File: config.mk
export PLATFORM = sky130hd
export DESIGN_NAME = dns_response_record_parser
export DESIGN_NICKNAME = d
export VERILOG_FILES = /design/src/hdl/drrp_pkg.sv /design/src/hdl/drrp_front.sv /design/src/hdl/drrp_queue.sv /design/src/hdl/drrp_back.sv /design/src/hdl/dns_response_record_parser.sv
export VERILOG_INCLUDE_DIRS = /design/src /design/src/hdl
export SDC_FILE = /design/constraint.sdc
export NUM_CORES = 1
export LEC_CHECK = 0
export ABC_CLOCK_PERIOD_IN_PS = 16250
export BUFFER_PORTS_ARGS = -buffer_cell sky130_fd_sc_hd__buf_2
export CORE_MARGIN = 2
export CORE_UTILIZATION = 56
export CTS_BUF_LIST = sky130_fd_sc_hd__clkbuf_4
export DETAILED_ROUTE_END_ITERATION = 8
export PLACE_DENSITY_LB_ADDON = 0.08
export SETUP_SLACK_MARGIN = 0.1
export SLEW_MARGIN = 5
export SYNTH_ARGS = -nofsm -noshare
export SYNTH_HDL_FRONTEND = slang
export SYNTH_SLANG_ARGS = --single-unit
File: constraint.sdc
create_clock -name clk_i -period 16.25 [get_ports clk_i]
set_input_delay 0 -clock clk_i [delete_from_list [all_inputs] [get_ports clk_i]]
set_output_delay 0 -clock clk_i [all_outputs]
set_load 0.03 [all_outputs]
File: src/hdl/dns_response_record_parser_assert.svh
// Assertion macros for the DNS response record parser.
// Expects clk_i and rst_ni in the scope of use.
`ifndef DNS_RESPONSE_RECORD_PARSER_ASSERT_SVH
`define DNS_RESPONSE_RECORD_PARSER_ASSERT_SVH

// Same-cycle implication
`define DRRP_ASSERT_SAME(lbl, ante, cons, msg) \
  lbl: assert property (@(posedge clk_i) disable iff (!rst_ni) (ante) |-> (cons)) \
    else $error(msg);

// Next-cycle implication
`define DRRP_ASSERT_NEXT(lbl, ante, cons, msg) \
  lbl: assert property (@(posedge clk_i) disable iff (!rst_ni) (ante) |=> (cons)) \
    else $error(msg);

`endif

File: src/hdl/drrp_pkg.sv
// Shared types and constants for the DNS response record parser.
// No dependencies.
package drrp_pkg;

  localparam int unsigned MaxPacketBytes = 1024;
  localparam int unsigned PosW           = $clog2(MaxPacketBytes + 1);
  localparam int unsigned HeaderBytes    = 12;
  localparam int unsigned QueueDepth     = 4;
  localparam int unsigned QPtrW          = $clog2(QueueDepth);

  localparam logic [7:0]  PtrMask        = 8'hC0;
  localparam logic [7:0]  LenMask        = 8'h3F;
  localparam logic [3:0]  RcodeMask      = 4'd15;
  localparam logic [1:0]  SecQuestion    = 2'd3;
  localparam logic [15:0] QFixedBytes    = 16'd4;
  localparam logic [15:0] RFixedLast     = 16'd9;
  localparam logic [15:0] RFixedHdrBytes = 16'd8;
  localparam logic [15:0] TypeA          = 16'd1;

  typedef enum logic [1:0] {
    KIND_HEADER,
    KIND_RECORD,
    KIND_END_OK,
    KIND_END_TRUNC
  } kind_e;

  typedef enum logic [2:0] {
    PH_HEADER,
    PH_NAME,
    PH_LABEL,
    PH_POINTER,
    PH_QFIXED,
    PH_RFIXED,
    PH_RDATA,
    PH_DONE
  } phase_e;

  typedef struct packed {
    kind_e       kind;
    logic [1:0]  section;
    logic        aa;
    logic        tc;
    logic [3:0]  rcode;
    logic [15:0] f_type;
    logic [15:0] f_class;
    logic [15:0] f_len;
    logic [31:0] f_ttl;
    logic [31:0] f_addr;
  } result_t;

  // One parsed byte's worth of output: an optional header/record result,
  // optionally followed by the end-of-message result.
  typedef struct packed {
    logic    has_main;
    result_t main;
    logic    has_end;
    logic    end_ok;
  } event_t;

endpackage

File: src/hdl/drrp_front.sv
// Byte parser front end: walks the DNS message and emits result events.
// Depends on drrp_pkg.
module drrp_front (
  input  logic                clk_i,
  input  logic                rst_ni,
  input  logic                in_valid_i,
  output logic                in_ready_o,
  input  logic [7:0]          packet_byte_i,
  input  logic                end_of_packet_i,
  input  logic                q_full_i,
  output logic                ev_push_o,
  output drrp_pkg::event_t    ev_o
);

  localparam logic [drrp_pkg::PosW-1:0] PosMax  = drrp_pkg::PosW'(drrp_pkg::MaxPacketBytes);
  localparam logic [drrp_pkg::PosW-1:0] PosOne  = drrp_pkg::PosW'(1);
  localparam logic [drrp_pkg::PosW-1:0] PosAa   = drrp_pkg::PosW'(2);
  localparam logic [drrp_pkg::PosW-1:0] PosRc   = drrp_pkg::PosW'(3);
  localparam logic [drrp_pkg::PosW-1:0] PosCnt  = drrp_pkg::PosW'(4);
  localparam logic [drrp_pkg::PosW-1:0] PosLast = drrp_pkg::PosW'(drrp_pkg::HeaderBytes - 1);

  drrp_pkg::phase_e            phase_q, phase_d, phase_n;
  logic [drrp_pkg::PosW-1:0]   pos_q, pos_d;
  logic [15:0]                 left_q, left_d;
  logic [1:0]                  sec_q, sec_d;
  logic [15:0]                 skip_q, skip_d;
  logic [15:0]                 fs_q, fs_d;
  logic [15:0]                 cnt_q [4];
  logic [15:0]                 cnt_d [4];
  logic [63:0]                 rf0_q, rf0_d;
  logic [15:0]                 len_q, len_d;
  logic [31:0]                 addr_q, addr_d;
  logic [5:0]                  flags_q, flags_d;

  logic        accept, consume;
  logic        emit_hdr, emit_rec;
  logic        name_done, item_done, start_grp;
  logic [2:0]  grp_from;
  logic [2:0]  next_grp;
  logic [15:0] skip_dec, left_dec, rd_n, new_len;
  logic [3:0]  hdr_off;

  assign in_ready_o = ~q_full_i;
  assign accept     = in_valid_i & ~q_full_i;
  assign consume    = accept && (pos_q < PosMax);
  assign skip_dec   = skip_q - {15'd0, (skip_q != 16'd0)};
  assign left_dec   = left_q - {15'd0, (left_q != 16'd0)};
  assign rd_n       = len_q - skip_q;
  assign new_len    = {fs_q[7:0], packet_byte_i};
  assign hdr_off    = pos_q[3:0] - 4'd4;

  // Next state
  always_comb begin
    phase_n   = phase_q;
    pos_d     = pos_q;
    left_d    = left_q;
    sec_d     = sec_q;
    skip_d    = skip_q;
    fs_d      = fs_q;
    cnt_d     = cnt_q;
    rf0_d     = rf0_q;
    len_d     = len_q;
    addr_d    = addr_q;
    flags_d   = flags_q;
    emit_hdr  = 1'b0;
    emit_rec  = 1'b0;
    name_done = 1'b0;
    item_done = 1'b0;
    start_grp = 1'b0;
    grp_from  = 3'd0;
    next_grp  = (sec_q == drrp_pkg::SecQuestion) ? 3'd1 : ({1'b0, sec_q} + 3'd2);

    if (consume) begin
      pos_d = pos_q + PosOne;
      unique case (phase_q)
        drrp_pkg::PH_HEADER: begin
          if (pos_q == PosAa) begin
            flags_d[5:4] = {packet_byte_i[2], packet_byte_i[1]};
          end else if (pos_q == PosRc) begin
            flags_d[3:0] = packet_byte_i[3:0] & drrp_pkg::RcodeMask;
          end else if (pos_q >= PosCnt && pos_q <= PosLast) begin
            fs_d = {fs_q[7:0], packet_byte_i};
            if (pos_q[0]) begin
              cnt_d[hdr_off[2:1]] = {fs_q[7:0], packet_byte_i};
            end
          end
          if (pos_q == PosLast) begin
            emit_hdr  = 1'b1;
            start_grp = 1'b1;
            grp_from  = 3'd0;
          end
        end
        drrp_pkg::PH_NAME: begin
          if (packet_byte_i == 8'd0) begin
            name_done = 1'b1;
          end else if ((packet_byte_i & drrp_pkg::PtrMask) != 8'd0) begin
            phase_n = drrp_pkg::PH_POINTER;
          end else begin
            skip_d  = {8'd0, packet_byte_i & drrp_pkg::LenMask};
            phase_n = drrp_pkg::PH_LABEL;
          end
        end
        drrp_pkg::PH_LABEL: begin
          skip_d = skip_dec;
          if (skip_dec == 16'd0) begin
            phase_n = drrp_pkg::PH_NAME;
          end
        end
        drrp_pkg::PH_POINTER: begin
          name_done = 1'b1;
        end
        drrp_pkg::PH_QFIXED: begin
          skip_d = skip_dec;
          if (skip_dec == 16'd0) begin
            item_done = 1'b1;
          end
        end
        drrp_pkg::PH_RFIXED: begin
          if (skip_q < drrp_pkg::RFixedHdrBytes) begin
            rf0_d = {rf0_q[55:0], packet_byte_i};
          end else begin
            fs_d = {fs_q[7:0], packet_byte_i};
          end
          skip_d = skip_q + 16'd1;
          if (skip_q >= drrp_pkg::RFixedLast) begin
            len_d  = new_len;
            addr_d = 32'd0;
            skip_d = new_len;
            if (new_len == 16'd0) begin
              emit_rec  = 1'b1;
              item_done = 1'b1;
            end else begin
              phase_n = drrp_pkg::PH_RDATA;
            end
          end
        end
        drrp_pkg::PH_RDATA: begin
          if (rf0_q[63:48] == drrp_pkg::TypeA && rd_n < 16'd4) begin
            case (rd_n[1:0])
              2'd0:    addr_d[31:24] = addr_q[31:24] | packet_byte_i;
              2'd1:    addr_d[23:16] = addr_q[23:16] | packet_byte_i;
              2'd2:    addr_d[15:8]  = addr_q[15:8]  | packet_byte_i;
              default: addr_d[7:0]   = addr_q[7:0]   | packet_byte_i;
            endcase
          end
          skip_d = skip_dec;
          if (skip_dec == 16'd0) begin
            emit_rec  = 1'b1;
            item_done = 1'b1;
          end
        end
        default: ;
      endcase

      if (name_done) begin
        fs_d = 16'd0;
        if (sec_q == drrp_pkg::SecQuestion) begin
          skip_d  = drrp_pkg::QFixedBytes;
          phase_n = drrp_pkg::PH_QFIXED;
        end else begin
          skip_d  = 16'd0;
          rf0_d   = 64'd0;
          len_d   = 16'd0;
          addr_d  = 32'd0;
          phase_n = drrp_pkg::PH_RFIXED;
        end
      end

      if (item_done) begin
        left_d = left_dec;
        if (left_dec == 16'd0) begin
          start_grp = 1'b1;
          grp_from  = next_grp;
        end else begin
          phase_n = drrp_pkg::PH_NAME;
        end
      end

      // first non-empty group from grp_from on; lowest index wins
      if (start_grp) begin
        phase_n = drrp_pkg::PH_DONE;
        for (int g = 3; g >= 0; g--) begin
          if (3'(g) >= grp_from && cnt_d[g] != 16'd0) begin
            left_d  = cnt_d[g];
            sec_d   = (g == 0) ? drrp_pkg::SecQuestion : 2'(g - 1);
            phase_n = drrp_pkg::PH_NAME;
          end
        end
      end
    end

    phase_d = phase_n;
    if (accept && end_of_packet_i) begin
      phase_d = drrp_pkg::PH_HEADER;
      pos_d   = '0;
    end
  end

  // Event outputs
  always_comb begin
    ev_o              = '0;
    ev_o.has_main     = emit_hdr | emit_rec;
    ev_o.has_end      = accept & end_of_packet_i;
    ev_o.end_ok       = (phase_n == drrp_pkg::PH_DONE);
    if (emit_hdr) begin
      ev_o.main.kind    = drrp_pkg::KIND_HEADER;
      ev_o.main.aa      = flags_d[5];
      ev_o.main.tc      = flags_d[4];
      ev_o.main.rcode   = flags_d[3:0];
      ev_o.main.f_type  = cnt_d[0];
      ev_o.main.f_class = cnt_d[1];
      ev_o.main.f_len   = cnt_d[2];
      ev_o.main.f_ttl   = {16'd0, cnt_d[3]};
    end else begin
      ev_o.main.kind    = drrp_pkg::KIND_RECORD;
      ev_o.main.section = sec_q;
      ev_o.main.f_type  = rf0_d[63:48];
      ev_o.main.f_class = rf0_d[47:32];
      ev_o.main.f_len   = len_d;
      ev_o.main.f_ttl   = rf0_d[31:0];
      ev_o.main.f_addr  = addr_d;
    end
    ev_push_o = accept & (emit_hdr | emit_rec | end_of_packet_i);
  end

  always_ff @(posedge clk_i or negedge rst_ni) begin
    if (!rst_ni) begin
      phase_q <= drrp_pkg::PH_HEADER;
      pos_q   <= '0;
      left_q  <= '0;
      sec_q   <= '0;
      skip_q  <= '0;
    end else begin
      phase_q <= phase_d;
      pos_q   <= pos_d;
      left_q  <= left_d;
      sec_q   <= sec_d;
      skip_q  <= skip_d;
    end
  end

  always_ff @(posedge clk_i) begin
    fs_q    <= fs_d;
    cnt_q   <= cnt_d;
    rf0_q   <= rf0_d;
    len_q   <= len_d;
    addr_q  <= addr_d;
    flags_q <= flags_d;
  end

endmodule

File: src/hdl/drrp_queue.sv
// Short event queue between the parser and the output stage.
// Depends on drrp_pkg.
module drrp_queue (
  input  logic             clk_i,
  input  logic             rst_ni,
  input  logic             push_i,
  input  drrp_pkg::event_t data_i,
  output logic             full_o,
  input  logic             pop_i,
  output drrp_pkg::event_t data_o,
  output logic             empty_o
);

  drrp_pkg::event_t             mem_q [drrp_pkg::QueueDepth];
  logic [drrp_pkg::QPtrW-1:0]   wr_q, wr_d, rd_q, rd_d;
  logic [drrp_pkg::QPtrW:0]     cnt_q, cnt_d;

  assign full_o  = (cnt_q == (drrp_pkg::QPtrW+1)'(drrp_pkg::QueueDepth));
  assign empty_o = (cnt_q == '0);
  assign data_o  = mem_q[rd_q];

  always_comb begin
    wr_d  = wr_q + (drrp_pkg::QPtrW)'(push_i);
    rd_d  = rd_q + (drrp_pkg::QPtrW)'(pop_i);
    cnt_d = cnt_q + (drrp_pkg::QPtrW+1)'(push_i) - (drrp_pkg::QPtrW+1)'(pop_i);
  end

  always_ff @(posedge clk_i or negedge rst_ni) begin
    if (!rst_ni) begin
      wr_q  <= '0;
      rd_q  <= '0;
      cnt_q <= '0;
    end else begin
      wr_q  <= wr_d;
      rd_q  <= rd_d;
      cnt_q <= cnt_d;
    end
  end

  always_ff @(posedge clk_i) begin
    if (push_i) begin
      mem_q[wr_q] <= data_i;
    end
  end

endmodule

File: src/hdl/drrp_back.sv
// Output stage: unpacks queued events into single results, one per transfer.
// Depends on drrp_pkg.
module drrp_back (
  input  logic              clk_i,
  input  logic              rst_ni,
  input  logic              q_empty_i,
  input  drrp_pkg::event_t  q_data_i,
  output logic              q_pop_o,
  output logic              out_valid_o,
  input  logic              out_ready_i,
  output drrp_pkg::result_t out_o
);

  drrp_pkg::result_t out_q, out_d;
  logic              valid_q, valid_d;
  logic              pend_q, pend_d;
  logic              pend_ok_q, pend_ok_d;
  logic              load;

  function automatic drrp_pkg::result_t end_result(input logic ok);
    drrp_pkg::result_t r;
    r      = '0;
    r.kind = ok ? drrp_pkg::KIND_END_OK : drrp_pkg::KIND_END_TRUNC;
    return r;
  endfunction

  assign load        = ~valid_q | out_ready_i;
  assign q_pop_o     = load & ~pend_q & ~q_empty_i;
  assign out_valid_o = valid_q;
  assign out_o       = out_q;

  always_comb begin
    out_d     = out_q;
    valid_d   = valid_q;
    pend_d    = pend_q;
    pend_ok_d = pend_ok_q;
    if (load) begin
      valid_d = 1'b0;
      if (pend_q) begin
        out_d   = end_result(pend_ok_q);
        valid_d = 1'b1;
        pend_d  = 1'b0;
      end else if (!q_empty_i) begin
        valid_d = 1'b1;
        if (q_data_i.has_main) begin
          out_d     = q_data_i.main;
          pend_d    = q_data_i.has_end;
          pend_ok_d = q_data_i.end_ok;
        end else begin
          out_d = end_result(q_data_i.end_ok);
        end
      end
    end
  end

  always_ff @(posedge clk_i or negedge rst_ni) begin
    if (!rst_ni) begin
      valid_q <= 1'b0;
      pend_q  <= 1'b0;
    end else begin
      valid_q <= valid_d;
      pend_q  <= pend_d;
    end
  end

  always_ff @(posedge clk_i) begin
    out_q     <= out_d;
    pend_ok_q <= pend_ok_d;
  end

endmodule

File: src/hdl/dns_response_record_parser.sv
// DNS response record parser, top level. Uses drrp_pkg, drrp_front, drrp_queue, drrp_back.
// Takes one byte per cycle unless the event queue is full; each result is queued, then registered at the output.
// A byte that ends a header or record and also ends the message gives two results in
// successive output transfers; the 4-entry event queue absorbs that while bytes keep coming.
// Reset (rst_ni low, asynchronous) empties the queue and output and restarts at the header.
`include "dns_response_record_parser_assert.svh"
module dns_response_record_parser (
  input  logic        clk_i,
  input  logic        rst_ni,
  input  logic        in_valid_i,
  output logic        in_ready_o,
  input  logic [7:0]  packet_byte_i,
  input  logic        end_of_packet_i,
  output logic        out_valid_o,
  input  logic        out_ready_i,
  output logic [1:0]  result_kind_o,
  output logic [1:0]  section_o,
  output logic        authoritative_o,
  output logic        truncated_flag_o,
  output logic [3:0]  response_code_o,
  output logic [15:0] type_or_qdcount_o,
  output logic [15:0] class_or_ancount_o,
  output logic [15:0] length_or_nscount_o,
  output logic [31:0] ttl_or_arcount_o,
  output logic [31:0] ipv4_address_o
);

  drrp_pkg::event_t  ev, q_data;
  drrp_pkg::result_t res;
  logic              ev_push, q_full, q_empty, q_pop;

  drrp_front u_front (
    .clk_i           (clk_i),
    .rst_ni          (rst_ni),
    .in_valid_i      (in_valid_i),
    .in_ready_o      (in_ready_o),
    .packet_byte_i   (packet_byte_i),
    .end_of_packet_i (end_of_packet_i),
    .q_full_i        (q_full),
    .ev_push_o       (ev_push),
    .ev_o            (ev)
  );

  drrp_queue u_queue (
    .clk_i   (clk_i),
    .rst_ni  (rst_ni),
    .push_i  (ev_push),
    .data_i  (ev),
    .full_o  (q_full),
    .pop_i   (q_pop),
    .data_o  (q_data),
    .empty_o (q_empty)
  );

  drrp_back u_back (
    .clk_i       (clk_i),
    .rst_ni      (rst_ni),
    .q_empty_i   (q_empty),
    .q_data_i    (q_data),
    .q_pop_o     (q_pop),
    .out_valid_o (out_valid_o),
    .out_ready_i (out_ready_i),
    .out_o       (res)
  );

  assign result_kind_o       = res.kind;
  assign section_o           = res.section;
  assign authoritative_o     = res.aa;
  assign truncated_flag_o    = res.tc;
  assign response_code_o     = res.rcode;
  assign type_or_qdcount_o   = res.f_type;
  assign class_or_ancount_o  = res.f_class;
  assign length_or_nscount_o = res.f_len;
  assign ttl_or_arcount_o    = res.f_ttl;
  assign ipv4_address_o      = res.f_addr;

  `DRRP_ASSERT_SAME(a_no_push_when_full, ev_push, !q_full, "event pushed into full queue")
  `DRRP_ASSERT_SAME(a_no_pop_when_empty, q_pop, !q_empty, "event popped from empty queue")
  `DRRP_ASSERT_NEXT(a_end_queued, in_valid_i && in_ready_o && end_of_packet_i, !q_empty,
                    "message end transfer left no queued event")

endmodule

==> impl_metrics.py, run 1 <==
metrics = {
    "status": {
        "status": "finished, final reports clean",
    },
    "finish": {
        "drive_gt1_share_pct": 23.3,
        "area.growth.synth_to_final_pct": 12.9,
        "layout_common_cells": "edfxtp_1 (627), clkbuf_4 (329), nand2_1 (315)",
        "stdcell_count": 4023,
        "multi_input_area_um2": 12000,
        "regArea_um2": 23900,
        "nFillCells": 4891,
        "fin_nets": 3019,
        "final_common_cell": "edfxtp_1",
    },
    "die": {
        "initial_core_util_pct": 56.8,
        "die_h_um": 260,
        "io_pins": 137,
        "core-area_um2": 64600,
        "die_w_um": 260,
        "rows": 93,
        "die-area_um2": 67500,
    },
    "placed_design": {
        "gp_congestion": 0.918,
        "io_buffers": 136,
        "dp_hpwl_um": 62000,
        "dp_cells": 3594,
    },
    "sta": {
        "slew_violations": 0,
        "fmax_ghz": 0.153,
        "whs_ps": 134,
        "final_hold_viol_count": 0,
        "setup-tns-final_ps": 0,
        "setup_violations": 0,
        "finalCriticalPeriod_ps": 6540,
        "worst_slew_pin_slew_ps": 1120,
        "relSlewSlack_pct": 24.7,
        "rsz0062_at_grt": "no",
        "timing.final.crit_share_pct": 40.2,
        "fin_skew_ps": 74.7,
    },
    "clock_tree": {
        "htree_levels": 4,
        "insertion_delay_ps": 1050,
        "clkSlewWorstSetupHoldPaths_ps": 70,
        "clockRootBuffer": "clkbuf_4",
        "cts_buffer_depth": 3,
        "cts_buffers": 211,
        "cts_resized": 0,
        "cts_tree": "done",
        "clock-sinks": 866,
    },
    "critical_path": {
        "start_kind": "register",
        "crit_path_max_fanout": 59,
        "endpoint_kind": "register",
        "required_ps": 16880,
        "worstSetupPathType": "reg2reg",
        "arrival_ps": 7170,
    },
    "global_route": {
        "antenna_found_initial": 3,
        "grt_pass1_wl_um": 145000,
        "grt_max_degree": 125,
        "grt_pass1_vias": 23400,
        "grt_usage_pct": 29.3,
        "overflow": 0,
    },
    "yosys": {
        "synth_fp_nets": 2770,
        "synth.yosys.seq_area_share_pct": 65.2,
        "synth_edf_count": 627,
        "postSynthAreaPerCell_um2": 13.4,
        "syn_inst": 2726,
        "synth_async_sr_flop_share_pct": 6.58,
        "syn-cell-area_um2": 36700,
        "ys_types": 88,
        "yosys_warnings": 0,
        "ys_ff_latch": 866,
        "synth_flop_cell": "edfxtp_1",
    },
    "detailed_routing": {
        "num_vias": 23800,
        "totalWireLength_um": 97700,
        "drc_errors": 0,
        "first_pass_iters": 6,
        "drt_iter0_drc": 2288,
        "ant_nets": 0,
        "wl_per_cell_um": 24.3,
        "via_per_inst": 5.91,
    },
    "power_and_ir_drop": {
        "peakVddDrop_mv": 0.146,
        "powerDensity_nw_per_um2": 182,
        "total_leakage_power_nw": 15.1,
    },
    "flow_run": {
        "max_cap_viol_count": 0,
    },
    "hold_path": {
        "hp-class": "in2reg",
    },
}
-- per-stage QoR --
| step | util [%] | power [W] | area (um^2) | worst slack, ps |
|---|---|---|---|---|
| 2_1_floorplan | - | 0.00489 | 36700 | 3240 |
| 3_3_place_gp | 59.2 | 0.00567 | 38200 | 9920 |
| 3_5_place_dp | 59.2 | 0.00568 | 38200 | 9820 |
| 4_1_cts | 64.1 | 0.00758 | 41400 | 9760 |
| 5_1_grt | 64.1 | 0.00791 | 41400 | 9370 |
| 6_report | 64.1 | 0.00753 | 41400 | 9710 |
-- registers in the layout, indices dropped and copies added, names as in the netlist, 2 cells and up --
| signal | flops |
|---|---|
| u_front.addr_q | 32 |
| u_queue.rd_q | 2 |
| u_front.len_q | 16 |
| u_queue.cnt_q | 3 |
| u_front.fs_q | 8 |
| u_front.pos_q | 11 |
| u_front.rf0_q | 64 |
| u_front.left_q | 16 |
| u_front.phase_q | 3 |
| u_front.flags_q | 6 |
| u_front.cnt_q | 64 |
| u_front.sec_q | 2 |
| u_queue.wr_q | 2 |
| u_front.skip_q | 16 |
| u_back.out_o | 122 |
| u_queue.mem_q | 496 |
-- cells by family (layout without fill, tap and decap cells) --
kind of cell | after synthesis | in the layout | synth area share (%)
AOI/OAI and AO/OA | 394 | 394 | 6.61
xor gates and xnor gates | 42 | 42 | 1.00
adders and majority gates | 31 | 31 | 1.10
and+or+nand+nor | 905 | 905 | 12.1
buffers and inverters | 221 | 658 | 2.38
other | 0 | 5 | 0
muxes | 267 | 267 | 11.6
DFF | 866 | 866 | 65.2
-- Yosys cell counts (5+ instances only) --
| library cell | number | area share (%) |
|---|---|---|
| buf_2 | 11 | 0.15 |
| a22o_1 | 23 | 0.55 |
| buf_1 | 16 | 0.16 |
| nor2b_1 | 138 | 2.4 |
| nor4_1 | 40 | 0.68 |
| o211ai_1 | 7 | 0.14 |
| a221oi_1 | 6 | 0.14 |
| dfrtp_1 | 57 | 3.9 |
| a211oi_1 | 8 | 0.16 |
| and2_1 | 16 | 0.27 |
| nand3_1 | 54 | 0.74 |
| or4b_2 | 14 | 0.38 |
| or3_1 | 8 | 0.14 |
| edfxtp_1 | 627 | 51 |
| mux4_2 | 124 | 7.6 |
| nand2_1 | 315 | 3.2 |
| a21o_1 | 7 | 0.14 |
| mux2_2 | 28 | 0.86 |
| nor3_1 | 55 | 0.75 |
| a22oi_1 | 8 | 0.16 |
| xor2_1 | 21 | 0.50 |
| xnor2_1 | 21 | 0.50 |
| o21a_1 | 12 | 0.25 |
| nand4_1 | 21 | 0.36 |
| ha_1 | 29 | 0.99 |
| nor3b_1 | 5 | 0.10 |
| a31oi_1 | 10 | 0.17 |
| clkbuf_1 | 137 | 1.4 |
| nand2b_1 | 13 | 0.22 |
| and3_1 | 10 | 0.17 |
| dfxtp_1 | 182 | 9.9 |
| o21ai_0 | 201 | 2.7 |
| mux2i_1 | 115 | 3.1 |
| inv_1 | 49 | 0.50 |
| a21oi_1 | 55 | 0.75 |
| nor2_1 | 185 | 1.9 |
-- worst paths after layout --
path / startpoint / end / slack, ps / cells past startpoint
min in group asynchronous: rst_ni / u_front.skip_q[7]$_DFFE_PN0P_ / 230 / 4
worst max register to register: u_front.skip_q[5]$_DFFE_PN0P_ / u_queue.mem_q[1][81]$_DFFE_PP_ / 9710 / 15
max in group asynchronous: rst_ni / u_queue.rd_q[0]$_DFF_PN0_ / 15320 / 4
worst min register to register: u_front.addr_q[7]$_DFF_P_ / u_front.addr_q[7]$_DFF_P_ / 440 / 2
worst max-delay path: u_front.skip_q[5]$_DFFE_PN0P_ / u_queue.mem_q[1][81]$_DFFE_PP_ / 9710 / 15
worst min-delay path: packet_byte_i[0] / u_front.addr_q[8]$_DFF_P_ / 130 / 5
-- critical path, cell delays in order, from the launching register on --
cell and delay (ps):
dfrtp_1 480, or4_1 660, and4bb_2 400, nand4_1 120
ha_1 230, or4b_1 280, or2_1 230, nor4_2 70
xnor2_1 480, and3_1 260, nand3_1 80, a21oi_1 430
or2_2 280, and3b_4 510, buf_4 780, buf_4 690
-- power breakdown --
| group | leakage, nW | internal, W | switching [W] |
|---|---|---|---|
| Combinational | 5.13 | 0.000919 | 0.00173 |
| Sequential | 8.21 | 0.00281 | 0.000197 |
| Clock | 1.72 | 0.00101 | 0.000877 |
-- what timing repair did --
action,CTS,global route
setup buffers,0,0
endpoints found under the hold margin,448,0
hold buffers,23,0
-- metal layers --
| metal | share of wire [%] | vias up | GRT usage [%] | wire, um |
|---|---|---|---|---|
| met5 | 0 | - | 0 | 0 |
| met4 | 2.8 | 0 | 10.9 | 2760 |
| met3 | 7.1 | 153 | 6.35 | 6980 |
| met2 | 47 | 908 | 45.1 | 45800 |
| met1 | 43 | 11900 | 41.3 | 42200 |
| li1 | - | 10800 | - | - |
-- cell type report --
class / count / share of cell area [%]
diodes: 5 / 0.0302
multi-input cells: 1639 / 29.0
clock buffers: 329 / 5.97
clock inverters: 72 / 1.12
repair buffers: 206 / 3.08
well taps: 855 / 2.58
inverters: 51 / 0.463
flip-flops and latches: 866 / 57.8
(Power assumes the default switching activity.)
==> run 2: changes to the inputs <==
Settings changed: ABC_CLOCK_PERIOD_IN_PS 16250 to 6400.
Clock period 16.25 ns to 6.4 ns, I/O delays scaled along.
==> impl_metrics.py, run 2 (synthesis gave the netlist of run 1 again) <==
metrics = {
    "global_route": {
        "antenna_found_initial": 3,
        "overflow": 0,
        "met2_usage_pct": 44.0,
        "grt_pass1_wl_um": 145000,
        "grt_max_degree": 89,
        "grt_util_met1_pct": 41.4,
        "grt_pass1_vias": 23800,
        "grt.met3_usage_pct": 5.56,
        "grt_usage_pct": 29.0,
        "top_usage_layer": "met2",
    },
    "finish": {
        "area.growth.synth_to_final_pct": 13.4,
        "layout_common_cells": "edfxtp_1 (627), clkbuf_4 (342), nand2_1 (315)",
        "drive_gt1_share_pct": 24.2,
        "nFillCells": 4910,
        "final_core_utilization_pct": 64.4,
        "final_common_cell": "edfxtp_1",
        "largest_register_ff_count": 496,
        "fin_nets": 3035,
        "largest_register": "u_queue.mem_q",
        "stdcell_count": 4032,
    },
    "clock_tree": {
        "cts_setup_buffers": 0,
        "insertion_delay_ps": 1070,
        "cts_resized": 0,
        "cts_buffers": 213,
        "clock-sinks": 866,
        "htree_levels": 4,
        "cts_tree": "done",
        "cts_buffer_depth": 3,
        "clockRootBuffer": "clkbuf_4",
        "clkSlewWorstSetupHoldPaths_ps": 80,
    },
    "placed_design": {
        "io_buffers": 136,
        "gp_congestion": 0.982,
        "dp_cells": 3607,
        "dp_hpwl_um": 61800,
        "post-place-ws_ps": 1160,
    },
    "critical_path": {
        "crit_buf_inv": 0,
        "worstSetupPathType": "reg2reg",
        "start_kind": "register",
        "crit_path_max_fanout": 15,
        "cpLargestDelayFamily": "simple AND/OR/NAND/NOR gates",
        "r2r_slack_ps": 1000,
        "crit_path_frequent_cell": "nor3_1",
        "endpoint_kind": "register",
        "slowest_stage": "o21bai_1",
        "critPathMaxStageDelay_ps": 820,
        "path_cells": "or4_1 -> and4bb_2 -> nand4_1 -> ha_2 -> ha_1 -> nand3_1 -> nor3_1 -> nor3_1 -> a41oi_4 -> o21bai_1 -> a31oi_1 -> a211o_1 -> nor3_2",
        "arrival_ps": 6220,
        "required_ps": 7220,
    },
    "status": {
        "status": "finished, final reports clean",
    },
    "sta": {
        "relSlewSlack_pct": 9.07,
        "worst_slew_pin_slew_ps": 1350,
        "fin_ws_ps": 1000,
        "setup-tns-final_ps": 0,
        "final_hold_viol_count": 0,
        "timing.final.crit_share_pct": 84.4,
        "rsz0062_at_grt": "no",
        "setup_violations": 0,
        "finalCriticalPeriod_ps": 5400,
        "fin_skew_ps": 78.4,
        "slew_violations": 0,
        "fmax_ghz": 0.185,
    },
    "die": {
        "initial_core_util_pct": 56.8,
        "die_h_um": 260,
        "io_pins": 137,
        "rows": 93,
        "die_w_um": 260,
        "core-area_um2": 64600,
        "die-area_um2": 67500,
    },
    "detailed_routing": {
        "wl_per_cell_um": 23.8,
        "ant_nets": 0,
        "num_vias": 23800,
        "totalWireLength_um": 96100,
        "drc_errors": 0,
        "first_pass_iters": 5,
        "via_per_inst": 5.91,
        "drt_iter0_drc": 2064,
    },
    "flow_run": {
        "max_cap_viol_count": 0,
    },
    "hold_path": {
        "hp-class": "in2reg",
    },
    "power_and_ir_drop": {
        "peakVddDrop_mv": 0.657,
        "total_leakage_power_nw": 15.2,
        "powerDensity_nw_per_um2": 459,
    },
}
-- run 2: cell types whose count changed in the layout (fill, tap and decap cells not counted), sizes merged --
cell | before | now
buf | 183 | 196
bufinv | 5 | 0
clkbuf | 329 | 342
clkinv | 65 | 49
diode | 5 | 2
dlygate4sd3 | 23 | 24
inv | 51 | 57
-- run 2: layout make-up --
type	instances	area [um^2]	area share (%)
Tap cell	855	1070	2.57
Inverter	51	191	0.460
Clock buffer	342	2570	6.17
Timing Repair Buffer	220	1500	3.60
Multi-Input combinational cell	1639	12000	28.9
Sequential cell	866	23900	57.5
Antenna cell	2	5.00	0.0120
Clock inverter	57	315	0.758
-- run 2: path summary, 6_finish.rpt --
path                                                       to  depth (start not counted)                     startpoint
min in group asynchronous       u_front.skip_q[5]$_DFFE_PN0P_                          4                         rst_ni
worst min register to register      u_front.addr_q[1]$_DFF_P_                          2      u_front.addr_q[1]$_DFF_P_
worst min-delay path               u_front.addr_q[24]$_DFF_P_                          4               packet_byte_i[0]
max in group asynchronous           u_queue.rd_q[0]$_DFF_PN0_                          4                         rst_ni
worst max-delay path            u_queue.mem_q[1][0]$_DFFE_PP_                         13  u_front.skip_q[4]$_DFFE_PN0P_
worst max register to register  u_queue.mem_q[1][0]$_DFFE_PP_                         13  u_front.skip_q[4]$_DFFE_PN0P_
-- run 2: power by group --
group	switching, W	internal, W
Clock	0.00224	0.00245
Sequential	0.000432	0.00712
Combinational	0.00441	0.00246
-- run 2: worst register-to-register path, delay by kind of cell (launching register included) --
kind / cells / cell delay (ps)
flip-flops: 1 / 450
AND/OR/NAND/NOR: 7 / 2260
AO/OA/AOI/OAI: 4 / 1990
adder cells (fa/ha/maj): 2 / 460
-- run 2: routing by layer --
metal | wire (um) | share of wire [%] | vias up
met5 | 0 | 0 | -
met3 | 5570 | 5.8 | 167
met2 | 44500 | 46 | 882
li1 | - | - | 10900
met4 | 3410 | 3.5 | 0
met1 | 42700 | 44 | 11900
-- run 2: repair_timing --
action | CTS | global route
hold buffers | 24 | 0
endpoints found under the hold margin | 464 | 0
endpoints found under the setup margin | 0 | 0
-- run 2: through the flow --
stage / power [W] / hold WS, ps / area, um^2
detailed placement: 0.0145 / 234 / 38500
CTS: 0.0192 / 10.6 / 41600
global placement: 0.0144 / 231 / 38500
floorplan: 0.0124 / -296 / 36700
global route: 0.0201 / 76.6 / 41600
finish: 0.0191 / 134 / 41600
